## config.mk

```make
export PLATFORM = sky130hd
export DESIGN_NAME = arabic_joining_form_select_top
export DESIGN_NICKNAME = d
export VERILOG_FILES = /design/src/rtl/ajfs_pkg.sv /design/src/rtl/ajfs_decide.sv /design/src/rtl/ajfs_emit.sv /design/src/rtl/arabic_joining_form_select_top.sv
export SDC_FILE = /design/constraint.sdc
export NUM_CORES = 1
export LEC_CHECK = 0
export BUFFER_PORTS_ARGS = -buffer_cell sky130_fd_sc_hd__buf_2
export CAP_MARGIN = 20
export CORE_MARGIN = 1
export CORE_UTILIZATION = 58
export CTS_CLUSTER_DIAMETER = 100
export DETAILED_ROUTE_END_ITERATION = 8
export GPL_TIMING_DRIVEN = 0
export PLACE_DENSITY = 0.89
export SETUP_SLACK_MARGIN = 0.05
export SLEW_MARGIN = 0
export SYNTH_ARGS = -nofsm -noshare
export SYNTH_HDL_FRONTEND = slang
export SYNTH_SLANG_ARGS = --single-unit
```

## constraint.sdc

```tcl
create_clock -name clk -period 3.1 [get_ports clk]
set_clock_uncertainty 0.05 [all_clocks]
set_input_delay 0.465 -clock clk [delete_from_list [all_inputs] [get_ports clk]]
set_output_delay 0.465 -clock clk [all_outputs]
set_load 0.02 [all_outputs]
```

## src/rtl/ajfs_pkg.sv

```systemverilog
package ajfs_pkg;

    // joining classes
    localparam logic [2:0] CL_U = 3'd0;
    localparam logic [2:0] CL_T = 3'd1;
    localparam logic [2:0] CL_R = 3'd2;
    localparam logic [2:0] CL_L = 3'd3;
    localparam logic [2:0] CL_D = 3'd4;
    localparam logic [2:0] CL_C = 3'd5;

    // contextual forms
    localparam logic [1:0] FORM_ISOLATED = 2'd0;
    localparam logic [1:0] FORM_FINAL    = 2'd1;
    localparam logic [1:0] FORM_INITIAL  = 2'd2;
    localparam logic [1:0] FORM_MEDIAL   = 2'd3;

    // configuration register indexes
    localparam logic [1:0] CFG_LINK_BEFORE   = 2'd0;
    localparam logic [1:0] CFG_LINK_AFTER    = 2'd1;
    localparam logic [1:0] CFG_REVERSE_ORDER = 2'd2;

    localparam int WAIT_W          = 6;
    localparam int MAX_WAITING_DEF = 32;

    typedef logic [WAIT_W-1:0] wait_cnt_t;

    typedef struct packed {
        logic link_before;
        logic link_after;
        logic reverse_order;
    } cfg_t;

    // one transaction's results: optional leading form, a run of isolated
    // transparent characters, optional trailing form
    typedef struct packed {
        logic      a_pend;
        logic [1:0] a_form;
        wait_cnt_t z_cnt;
        logic      b_pend;
        logic [1:0] b_form;
        logic      text_end;
    } burst_t;

    function automatic logic [1:0] pick_form(logic [2:0] t, logic [2:0] prev,
                                             logic [2:0] next, logic rev);
        logic [2:0] right;
        logic [2:0] left;
        logic       r;
        logic       l;
        logic [1:0] f;
        right = rev ? next : prev;
        left  = rev ? prev : next;
        r = right inside {CL_L, CL_D, CL_C};
        l = left inside {CL_R, CL_D, CL_C};
        f = FORM_ISOLATED;
        case (t)
            CL_R: if (r) f = FORM_FINAL;
            CL_L: if (l) f = FORM_INITIAL;
            CL_D:
            begin
                if (l && r)
                    f = FORM_MEDIAL;
                else if (r)
                    f = FORM_FINAL;
                else if (l)
                    f = FORM_INITIAL;
            end
            default: f = FORM_ISOLATED;
        endcase
        return f;
    endfunction

endpackage

```

## src/rtl/ajfs_decide.sv

```systemverilog
module ajfs_decide #(
    parameter int MAX_WAITING = ajfs_pkg::MAX_WAITING_DEF
) (
    input  logic              clk,
    input  logic              rst_n,
    input  logic              accept,
    input  logic [2:0]        join_class,
    input  logic              text_end,
    input  ajfs_pkg::cfg_t    cfg,
    output ajfs_pkg::burst_t  burst
);

    localparam ajfs_pkg::wait_cnt_t WAIT_LIMIT = ajfs_pkg::wait_cnt_t'(MAX_WAITING);

    logic [2:0]          prior_class_reg, prior_class_next;
    logic [2:0]          held_class_reg, held_class_next;
    logic                held_valid_reg, held_valid_next;
    ajfs_pkg::wait_cnt_t waiting_count_reg, waiting_count_next;
    logic                at_text_start_reg, at_text_start_next;

    logic [2:0] cls;
    logic [2:0] prev;
    logic [2:0] prev_new;
    logic [2:0] after;

    always_comb
    begin
        cls   = (join_class > ajfs_pkg::CL_C) ? ajfs_pkg::CL_U : join_class;
        prev  = at_text_start_reg ? (cfg.link_before ? ajfs_pkg::CL_R : ajfs_pkg::CL_U)
                                  : prior_class_reg;
        after = cfg.link_after ? ajfs_pkg::CL_L : ajfs_pkg::CL_U;
        // previous neighbor of the incoming character when it is decided at once
        prev_new = held_valid_reg ? held_class_reg : prev;

        burst              = '0;
        burst.text_end     = text_end;
        prior_class_next   = prior_class_reg;
        held_class_next    = held_class_reg;
        held_valid_next    = held_valid_reg;
        waiting_count_next = waiting_count_reg;
        at_text_start_next = at_text_start_reg;

        if (cls == ajfs_pkg::CL_T)
        begin
            if (held_valid_reg && !text_end && waiting_count_reg < WAIT_LIMIT)
            begin
                waiting_count_next = waiting_count_reg + 1'b1;
            end
            else
            begin
                if (held_valid_reg)
                begin
                    burst.a_pend = 1'b1;
                    burst.a_form = ajfs_pkg::pick_form(held_class_reg, prev,
                                       text_end ? after : ajfs_pkg::CL_U,
                                       cfg.reverse_order);
                    burst.z_cnt  = waiting_count_reg;
                    prior_class_next   = held_class_reg;
                    at_text_start_next = 1'b0;
                    held_valid_next    = 1'b0;
                    held_class_next    = ajfs_pkg::CL_U;
                    waiting_count_next = '0;
                end
                burst.b_pend = 1'b1;
                burst.b_form = ajfs_pkg::FORM_ISOLATED;
            end
        end
        else
        begin
            if (held_valid_reg)
            begin
                burst.a_pend = 1'b1;
                burst.a_form = ajfs_pkg::pick_form(held_class_reg, prev, cls,
                                                   cfg.reverse_order);
                burst.z_cnt  = waiting_count_reg;
                prior_class_next   = held_class_reg;
                at_text_start_next = 1'b0;
            end
            held_class_next    = cls;
            held_valid_next    = 1'b1;
            waiting_count_next = '0;
            if (text_end)
            begin
                burst.b_pend = 1'b1;
                burst.b_form = ajfs_pkg::pick_form(cls, prev_new, after, cfg.reverse_order);
            end
        end

        // end of text returns the text state to its start values
        if (text_end)
        begin
            prior_class_next   = ajfs_pkg::CL_U;
            held_class_next    = ajfs_pkg::CL_U;
            held_valid_next    = 1'b0;
            waiting_count_next = '0;
            at_text_start_next = 1'b1;
        end
    end

    always_ff @(posedge clk or negedge rst_n)
    begin
        if (!rst_n)
        begin
            prior_class_reg   <= ajfs_pkg::CL_U;
            held_class_reg    <= ajfs_pkg::CL_U;
            held_valid_reg    <= 1'b0;
            waiting_count_reg <= '0;
            at_text_start_reg <= 1'b1;
        end
        else if (accept)
        begin
            prior_class_reg   <= prior_class_next;
            held_class_reg    <= held_class_next;
            held_valid_reg    <= held_valid_next;
            waiting_count_reg <= waiting_count_next;
            at_text_start_reg <= at_text_start_next;
        end
    end

endmodule

```

## src/rtl/ajfs_emit.sv

```systemverilog
module ajfs_emit (
    input  logic             clk,
    input  logic             rst_n,
    input  logic             load,
    input  ajfs_pkg::burst_t burst_in,
    output logic             can_load,
    output logic             out_valid,
    input  logic             out_stall,
    output logic [1:0]       form,
    output logic             final_of_text,
    output logic             run_last
);

    ajfs_pkg::burst_t burst_reg, burst_next;

    logic z_zero;
    logic z_one;
    logic last;
    logic taken;

    always_comb
    begin
        z_zero = (burst_reg.z_cnt == '0);
        z_one  = (burst_reg.z_cnt == ajfs_pkg::wait_cnt_t'(1));

        out_valid = burst_reg.a_pend || !z_zero || burst_reg.b_pend;
        // exactly one result left
        last = (burst_reg.a_pend && z_zero && !burst_reg.b_pend)
            || (!burst_reg.a_pend && z_one && !burst_reg.b_pend)
            || (!burst_reg.a_pend && z_zero && burst_reg.b_pend);

        if (burst_reg.a_pend)
            form = burst_reg.a_form;
        else if (!z_zero)
            form = ajfs_pkg::FORM_ISOLATED;
        else
            form = burst_reg.b_form;

        run_last      = last;
        final_of_text = last && burst_reg.text_end;

        taken    = out_valid && !out_stall;
        can_load = !out_valid || (last && !out_stall);

        burst_next = burst_reg;
        if (load)
            burst_next = burst_in;
        else if (taken)
        begin
            if (burst_reg.a_pend)
                burst_next.a_pend = 1'b0;
            else if (!z_zero)
                burst_next.z_cnt = burst_reg.z_cnt - 1'b1;
            else
                burst_next.b_pend = 1'b0;
        end
    end

    always_ff @(posedge clk or negedge rst_n)
    begin
        if (!rst_n)
            burst_reg <= '0;
        else
            burst_reg <= burst_next;
    end

endmodule

```

## src/rtl/arabic_joining_form_select_top.sv

```systemverilog
// Arabic joining form selection: one character per input transaction as a
// joining class, one contextual form per character out, in text order. An
// input transaction is taken every cycle while the output is not stalled and
// each one yields at most one result; a transaction that releases a held
// character together with the transparent characters waiting behind it
// yields up to MAX_WAITING + 2 results, one per cycle from the result
// register while the output is not stalled, and input stalls until the last
// of them leaves. Decisions use the configuration in force when the
// transaction is taken. Configuration writes are registered and never stalled.
module arabic_joining_form_select_top #(
    parameter int MAX_WAITING = ajfs_pkg::MAX_WAITING_DEF
) (
    input  logic       clk,
    input  logic       rst_n,
    // character input
    input  logic       in_valid,
    output logic       in_stall,
    input  logic [2:0] join_class,
    input  logic       text_end,
    // form output
    output logic       out_valid,
    input  logic       out_stall,
    output logic [1:0] form,
    output logic       final_of_text,
    output logic       run_last,
    // configuration writes
    input  logic       cfg_valid,
    output logic       cfg_ready,
    input  logic [1:0] cfg_index,
    input  logic       cfg_data
);

    ajfs_pkg::cfg_t   cfg_reg;
    ajfs_pkg::burst_t burst;
    logic             can_load;
    logic             accept;

    // configuration is always writable; an index past the last register is dropped
    assign cfg_ready = 1'b1;

    always_ff @(posedge clk or negedge rst_n)
    begin
        if (!rst_n)
            cfg_reg <= '0;
        else if (cfg_valid && cfg_ready)
        begin
            case (cfg_index)
                ajfs_pkg::CFG_LINK_BEFORE:   cfg_reg.link_before   <= cfg_data;
                ajfs_pkg::CFG_LINK_AFTER:    cfg_reg.link_after    <= cfg_data;
                ajfs_pkg::CFG_REVERSE_ORDER: cfg_reg.reverse_order <= cfg_data;
                default:                     cfg_reg <= cfg_reg;
            endcase
        end
    end

    // a new transaction loads the result register when it is empty or its
    // last result leaves this cycle
    assign in_stall = !can_load;
    assign accept   = in_valid && can_load;

    // text state and per-transaction result plan
    ajfs_decide #(
        .MAX_WAITING (MAX_WAITING)
    ) u_decide (
        .clk        (clk),
        .rst_n      (rst_n),
        .accept     (accept),
        .join_class (join_class),
        .text_end   (text_end),
        .cfg        (cfg_reg),
        .burst      (burst)
    );

    // result register, streams the plan one form per cycle while the output is not stalled
    ajfs_emit u_emit (
        .clk           (clk),
        .rst_n         (rst_n),
        .load          (accept),
        .burst_in      (burst),
        .can_load      (can_load),
        .out_valid     (out_valid),
        .out_stall     (out_stall),
        .form          (form),
        .final_of_text (final_of_text),
        .run_last      (run_last)
    );

endmodule

```

==> impl_results.md, run 1 <==
* Vias/cell at 5.97
* Final #Nets at about 260
* Maxcap violations at 0
* Post-synth EDFFs at 0
* Crit path kind: reg -> reg
* Synth Area in Adders at 2.65%
* Placed insts at 280
* Fin crit period at 2650 ps
* Largest family of logic cells by synthesized area: simple AND/OR/NAND/NOR gates
* Remaining Overflow, GRT at 0
* P&R area growth vs syn at 10.3%
* Avg WL per Cell at 13.9 um
* Seq. cell area at around 750 um^2
* Simple-Gate Fraction of Synth Area at between 20 and 25%
* CTS max path bufs at 2
* Synthesized net count at 236
* Layout cell share with drive strength beyond 1 at 14.3%
* Gpl congestion at 0.946
* Pre-Repair DR Iteration Count at 6
* Clk sinks at 30
* Post-synthesis sequential area ratio at 39.9%
* Req. time, crit path at 3280 ps
* Final worst path period share at 85.4%
* # rows at 20
* Critical-path maximum fanout at 10
* GR Util All Layers at 26.3%
* Post-route DRC at 0
* Reg2reg setup slack at 450 ps
* Final hold vios at 0
* Non-Filler Instances at 288
* Worst Setup SP: u_emit.burst_reg[4]$_DFFE_PN0P_
* Least-Margin Pin Slew at 665 ps
* Die ar. at 3490 um^2
* Detail Placement HPWL at 2.95 mm
* Max Freq at between 300 and 400 MHz
* Worst Path Arrival at 2830 ps
* Leak at just under 0.9 nW
* Buffers added on ports at 16
* Yosys reg bits at 30
* Die width at 59.0 um
* Die Height at 59.0 um
* Clock-pin slew on the worst setup and hold paths at 100 ps
* Multi-input gate area at 1080 um^2
* Status: finished clean
* Setup Fix Bufs, Post-CTS at 0
* Synth warn at 0
* Avg Inst Size Synth at 8.58 um^2
* Startpoint types: register
* Setup violators final at 0
* Total negative slack at 0 ps
* Top FF cell, synth: dfrtp_1
* Crit end category: register
* N_diodes at 0
* Root Buffer: clkbuf_4
* Initial DRC Count at between 100 and 150
* Fin. max-slew vios at 0
* Vias in the first global route at roughly 1600
* Max FFs per register at 13
* Synth Area in Compound Gates at 23.5%
* Fill cell count at 279
* Synth Cell Area at 1890 um^2
* Synth cell types at 53
* Post-route ant nets at 0
* Post-synthesis xor/xnor area fraction at approximately 1.4%
* Antenna violations before repair at 0
* Global-route wire length before repair at 6.81 mm
* Worst Hold Class: in -> async
* Total power divided by cell area at between 700 and 800 nW/um^2
* Clock Latency Late Sink at 340 ps
* Post-synthesis mux area share at 5.17%
* Post-CTS sizing at 0
* I/O pin count at 19
* Core ar. at roughly 3100 um^2
* CTS Hold Bufs at 0
* RSZ-0062 raised after global routing: no
* CTS H-tree lvls at 2
* Largest net degree at the start of global routing at 31
* Routed WL at 4.01 mm
* Starting Density at 61.3%
* Via Count at around 1700
* Relative slew slack at 55.7%
* Async SR Flop Fraction at 100%
* Post-Syn Instances at 220
* FF-to-FF Start: u_emit.burst_reg[4]$_DFFE_PN0P_
* CTS tree: yes
* VDD IR max at ~0.38 mV
* TritonCTS Buffers at 5
[final cells by class]
| type | instances | share of cell area (%) |
|---|---|---|
| clock buffer | 7 | 2.64 |
| timing repair buffer | 16 | 3.85 |
| buffer | 10 | 1.98 |
| inverter | 4 | 0.721 |
| clock inverter | 1 | 0.240 |
| sequential | 30 | 36.1 |
| multi-input combinational | 176 | 51.8 |
| tap | 44 | 2.64 |
[logic make-up after synthesis]
family | count (synthesis)
AND/OR/NAND/NOR | 91
buffers and inverters | 14
AO/OA/AOI/OAI | 68
multiplexers | 9
XOR/XNOR | 3
other | 1
flip-flops | 30
adder cells (fa/ha/maj) | 4
[cells in the final DEF (no fill, tap or decap), types with 2 or more instances in the layout]
cell       count
a21oi_1       12
a2bb2oi_1      3
a311oi_1       2
a31oi_1        2
a32o_1         2
and3_1         2
buf_2         16
clkbuf_1      10
clkbuf_4       5
dfrtp_1       29
ha_1           4
inv_1          4
mux2_1         2
mux2_2         4
mux2i_1        3
nand2_1       32
nand2b_1       6
nand3_1        8
nand3b_1       2
nand4_1        2
nor2_1        20
nor2b_1        4
nor3_1         4
o2111ai_1      2
o21a_1         2
o21ai_0        9
o21ai_1       18
o31ai_1        4
xnor2_1        3
[where the power goes]
part           switching, mW  internal [mW]  leakage [nW]
Combinational          0.344          0.270         0.477
Clock                  0.134          0.110        0.0353
Sequential             0.148          0.515         0.377
[final timing paths]
path                                                           end  cells past startpoint
min in group clk                            cfg_reg[1]$_DFFE_PN0P_                      2
max reg2reg                        u_emit.burst_reg[7]$_DFFE_PN0P_                     10
max                                u_emit.burst_reg[7]$_DFFE_PN0P_                     10
min                                u_emit.burst_reg[6]$_DFFE_PN0P_                      1
min reg2reg                        u_emit.burst_reg[0]$_DFFE_PN0P_                      2
max in group asynchronous  u_decide.prior_class_reg[0]$_DFFE_PN0P_                      1
[Yosys cell counts, drive strengths merged, types with 6 or more instances]
cell,instances,area share [%]
mux2,6,3.6
dfrtp,29,38
clkbuf,9,1.8
nand2,32,6.4
nand2b,6,2.0
nand3,8,2.1
nor2,20,4.0
o21ai,28,7.6
a21oi,12,3.2
[critical path, cell delays in order (launching register included)]
cell	delay, ps
dfrtp_1	430
inv_1	120
ha_1	160
clkbuf_1	280
nand2b_1	90
a21oi_1	250
o211a_1	270
clkbuf_1	360
nor2_1	110
a2111oi_2	340
nor2_1	80
[through the flow]
| stage | setup slack (ps) | area [um^2] | power [mW] | hold slack [ps] | utilization [%] |
|---|---|---|---|---|---|
| after floorplan | 836 | 1890 | 1.12 | 119 | - |
| after global placement | 555 | 2020 | 1.24 | 419 | 65.7 |
| after detailed placement | 487 | 2020 | 1.27 | 420 | 65.7 |
| after CTS | 469 | 2080 | 1.52 | 106 | 67.6 |
| after global routing | 152 | 2080 | 1.64 | 145 | 67.6 |
| final | 452 | 2080 | 1.52 | 95.4 | 67.6 |
[metal layers]
layer,track usage [%],routed length (um)
met5,0,0
met1,34.5,1870
met3,6.99,286
met4,9.18,52
met2,42.0,1800
(Power assumes the default switching activity.)
==> inputs of run 2 (changes only) <==
- CORE_UTILIZATION: 58 -> 61
- CTS_BUF_LIST: default -> sky130_fd_sc_hd__clkbuf_4
- PLACE_DENSITY: 0.89 -> 0.92
==> run 2 against run 1 <==
The run now ends with DRC left. Critical path depth did not move. Sequential power barely moved. Flip-flop and latch count did not move. Critical path type unchanged. Setup slack got worse by 17 ps. Clock power rose by 26%. Worst hold slack got worse by 11 ps. First-iteration DRC count fell by 5.6%. Sequential share of layout area barely moved. Largest power group unchanged. Die area fell by 4.8%. Non-clock buffer count did not move.
==> impl_results.md, run 2 (synthesis results as in run 1) <==
* VDD IR max at 0.472 mV (was 0.383 mV)
* Startpoint types: register (unchanged)
* Crit path kind: reg -> reg (unchanged)
* Post-CTS sizing at 0 (unchanged)
* Vias/cell at 6.33 (was 5.97)
* Comb pwr share at 38.6% (was 40.3%)
* Die width at 57.6 um (was 59.0 um)
* Routed WL at 4.03 mm (was 4.01 mm)
* Failing checks: DRC
* Antenna violations before repair at 0 (unchanged)
* Clock-pin slew on the worst setup and hold paths at 100 ps (about the same)
* Largest net degree at the start of global routing at 31 (unchanged)
* # rows at 19 (was 20)
* Global-route wire length before repair at 7.02 mm (was 6.81 mm)
* Grt peak-use layer: met2 (unchanged)
* Gpl congestion at 0.940 (was 0.946)
* Req. time, crit path at 3290 ps (was 3280 ps)
* Total negative slack at 0 ps (unchanged)
* Layout cell share with drive strength beyond 1 at 14.8% (was 14.3%)
* Seq. cell area at 752 um^2 (unchanged)
* Hold WS at 84.5 ps (was 95.4 ps)
* Clk sinks at 30 (unchanged)
* FF-to-FF Start: u_emit.burst_reg[4]$_DFFE_PN0P_ (unchanged)
* CTS max path bufs at 2 (unchanged)
* CTS Hold Bufs at 0 (unchanged)
* Fin crit period at 2670 ps (was 2650 ps)
* TritonCTS Buffers at 5 (unchanged)
* Slowest-stage cell, CP: dfrtp_1 (unchanged)
* Post-route ant nets at 0 (unchanged)
* Met1 Track Usage GR at 36.8% (was 34.5%)
* Vias in the first global route at 1611 (was 1551)
* Setup violators final at 0 (unchanged)
* Final hold vios at 0 (unchanged)
* Worst Hold Class: in -> async (unchanged)
* Detail Placement HPWL at 3.01 mm (was 2.95 mm)
* Critical-path maximum fanout at 10 (unchanged)
* Leak at 0.899 nW (was 0.889 nW)
* Maxcap violations at 0 (unchanged)
* Internal Power at 950 uW (was 895 uW)
* Post-route DRC at 1 (was 0)
* Max Freq at 375 MHz (was 378 MHz)
* Remaining Overflow, GRT at 0 (unchanged)
* CTS H-tree lvls at 2 (unchanged)
* Worst path max stage delay at 440 ps (was 430 ps)
* Total power divided by cell area at 759 nW/um^2 (was 731 nW/um^2)
* Status: finished with violations (was finished clean)
* I/O pin count at 19 (unchanged)
* Buffers and inverters on the worst path at 3 (unchanged)
* Most frequent cells in the layout: nand2_1, dfrtp_1, nor2_1 (unchanged)
* Worst Setup SP: u_emit.burst_reg[4]$_DFFE_PN0P_ (unchanged)
* Fin. max-slew vios at 0 (unchanged)
* Fill cell count at 226 (was 279)
* Final #Nets at 259 (unchanged)
* CTS tree: yes (unchanged)
* GR Util All Layers at 28.5% (was 26.3%)
* Family with the most delay on the worst path: compound AO/OA/AOI/OAI gates (unchanged)
* Worst Path Arrival at 2850 ps (was 2830 ps)
* Via Count at 1740 (was 1719)
* Least-Margin Pin Slew at 643 ps (was 665 ps)
* Seq pwr share at 42.0% (was 43.6%)
* Die ar. at 3320 um^2 (was 3490 um^2)
* Switching pwr at 631 uW (was 626 uW)
* Crit end category: register (unchanged)
* Initial DRC Count at 118 (was 125)
* Met2 Track Usage GR at 44.9% (was 42.0%)
* Relative slew slack at 57.2% (was 55.7%)
* Pre-Repair DR Iteration Count at 6 (unchanged)
* RSZ-0062 raised after global routing: no (unchanged)
* Multi-input gate area at 1080 um^2 (unchanged)
* N_diodes at 0 (unchanged)
* Clock Latency Late Sink at 340 ps (about the same)
* Core ar. at 2850 um^2 (was 3080 um^2)
* Share of power burned in the clock network at 19.5% (was 16.0%)
* Setup Fix Bufs, Post-CTS at 0 (unchanged)
* Met3 usage at 5.13% (was 6.99%)
* P&R area growth vs syn at 10.4% (was 10.3%)
* Switching part of the total at 39.9% (was 41.2%)
* Buffers added on ports at 16 (unchanged)
* Root Buffer: clkbuf_4 (unchanged)
* Die Height at 57.6 um (was 59.0 um)
* Crit-path cells: inv_1 > ha_1 > clkbuf_1 > nand2b_1 > a21oi_1 > o211a_1 > clkbuf_1 > nor2_1 > a2111oi_2 > nor2_1 (unchanged)
* Final worst path period share at 86.0% (was 85.4%)
* Most common library cell in the layout ignoring fill and taps: nand2_1 (unchanged)
* Starting Density at 66.1% (was 61.3%)
* Avg WL per Cell at 14.7 um (was 13.9 um)
* Max FFs per register at 13 (unchanged)
run 2: changes by cell type in the layout (fill, tap and decap cells not counted):
cell	change
bufinv_16	+1
clkbuf_1	-1
clkbuf_8	-1
clkinv_2	+1
run 2: path summary, 6_finish.rpt:
kind                                                             endpoint  slack [ps]  cells past startpoint
worst max-delay path                      u_emit.burst_reg[7]$_DFFE_PN0P_         430                     10
worst min-delay path                      u_emit.burst_reg[5]$_DFFE_PN0P_          80                      1
worst max register to register            u_emit.burst_reg[7]$_DFFE_PN0P_         430                     10
worst min register to register           u_emit.burst_reg[10]$_DFFE_PN0P_         450                      2
max in group asynchronous       u_decide.waiting_count_reg[5]$_DFFE_PN0P_        2490                      1
min in group clk                                   cfg_reg[0]$_DFFE_PN0P_         330                      2
run 2: power by group through the flow:
stage,Sequential [mW],Combinational [mW],Clock [mW]
floorplan,0.629,0.489,0
global placement,0.662,0.581,0
detailed placement,0.668,0.604,0
CTS,0.659,0.606,0.315
global route,0.687,0.690,0.330
finish,0.664,0.610,0.308
run 2: final cells by class:
| class | instances | area share (%) |
|---|---|---|
| tap | 31 | 1.86 |
| inverter | 4 | 0.721 |
| buffer | 10 | 1.98 |
| clock inverter | 3 | 1.92 |
| clock buffer | 5 | 1.80 |
| sequential | 30 | 36.1 |
| multi-input combinational | 176 | 51.8 |
| timing repair buffer | 16 | 3.84 |
run 2: per-stage QoR:
step                power (mW)  area [um^2]  util (%)  setup WS [ps]  instances
CTS                       1.58         2080      73.0            466        275
finish                    1.58         2080      73.0            435        275
global route              1.71         2080      73.0            222        275
global placement          1.24         2010      70.3            569        267
detailed placement        1.27         2010      70.3            483        267
floorplan                 1.12         1890         -            836        220
run 2: per-layer routing:
| layer | part of all wire [%] | wire length [um] | vias to the layer above |
|---|---|---|---|
| met5 | 0 | 0 | - |
| met4 | 2.4 | 98 | 0 |
| met3 | 5.2 | 210 | 10 |
| met2 | 46 | 1870 | 67 |
| met1 | 46 | 1850 | 810 |
| li1 | - | - | 853 |
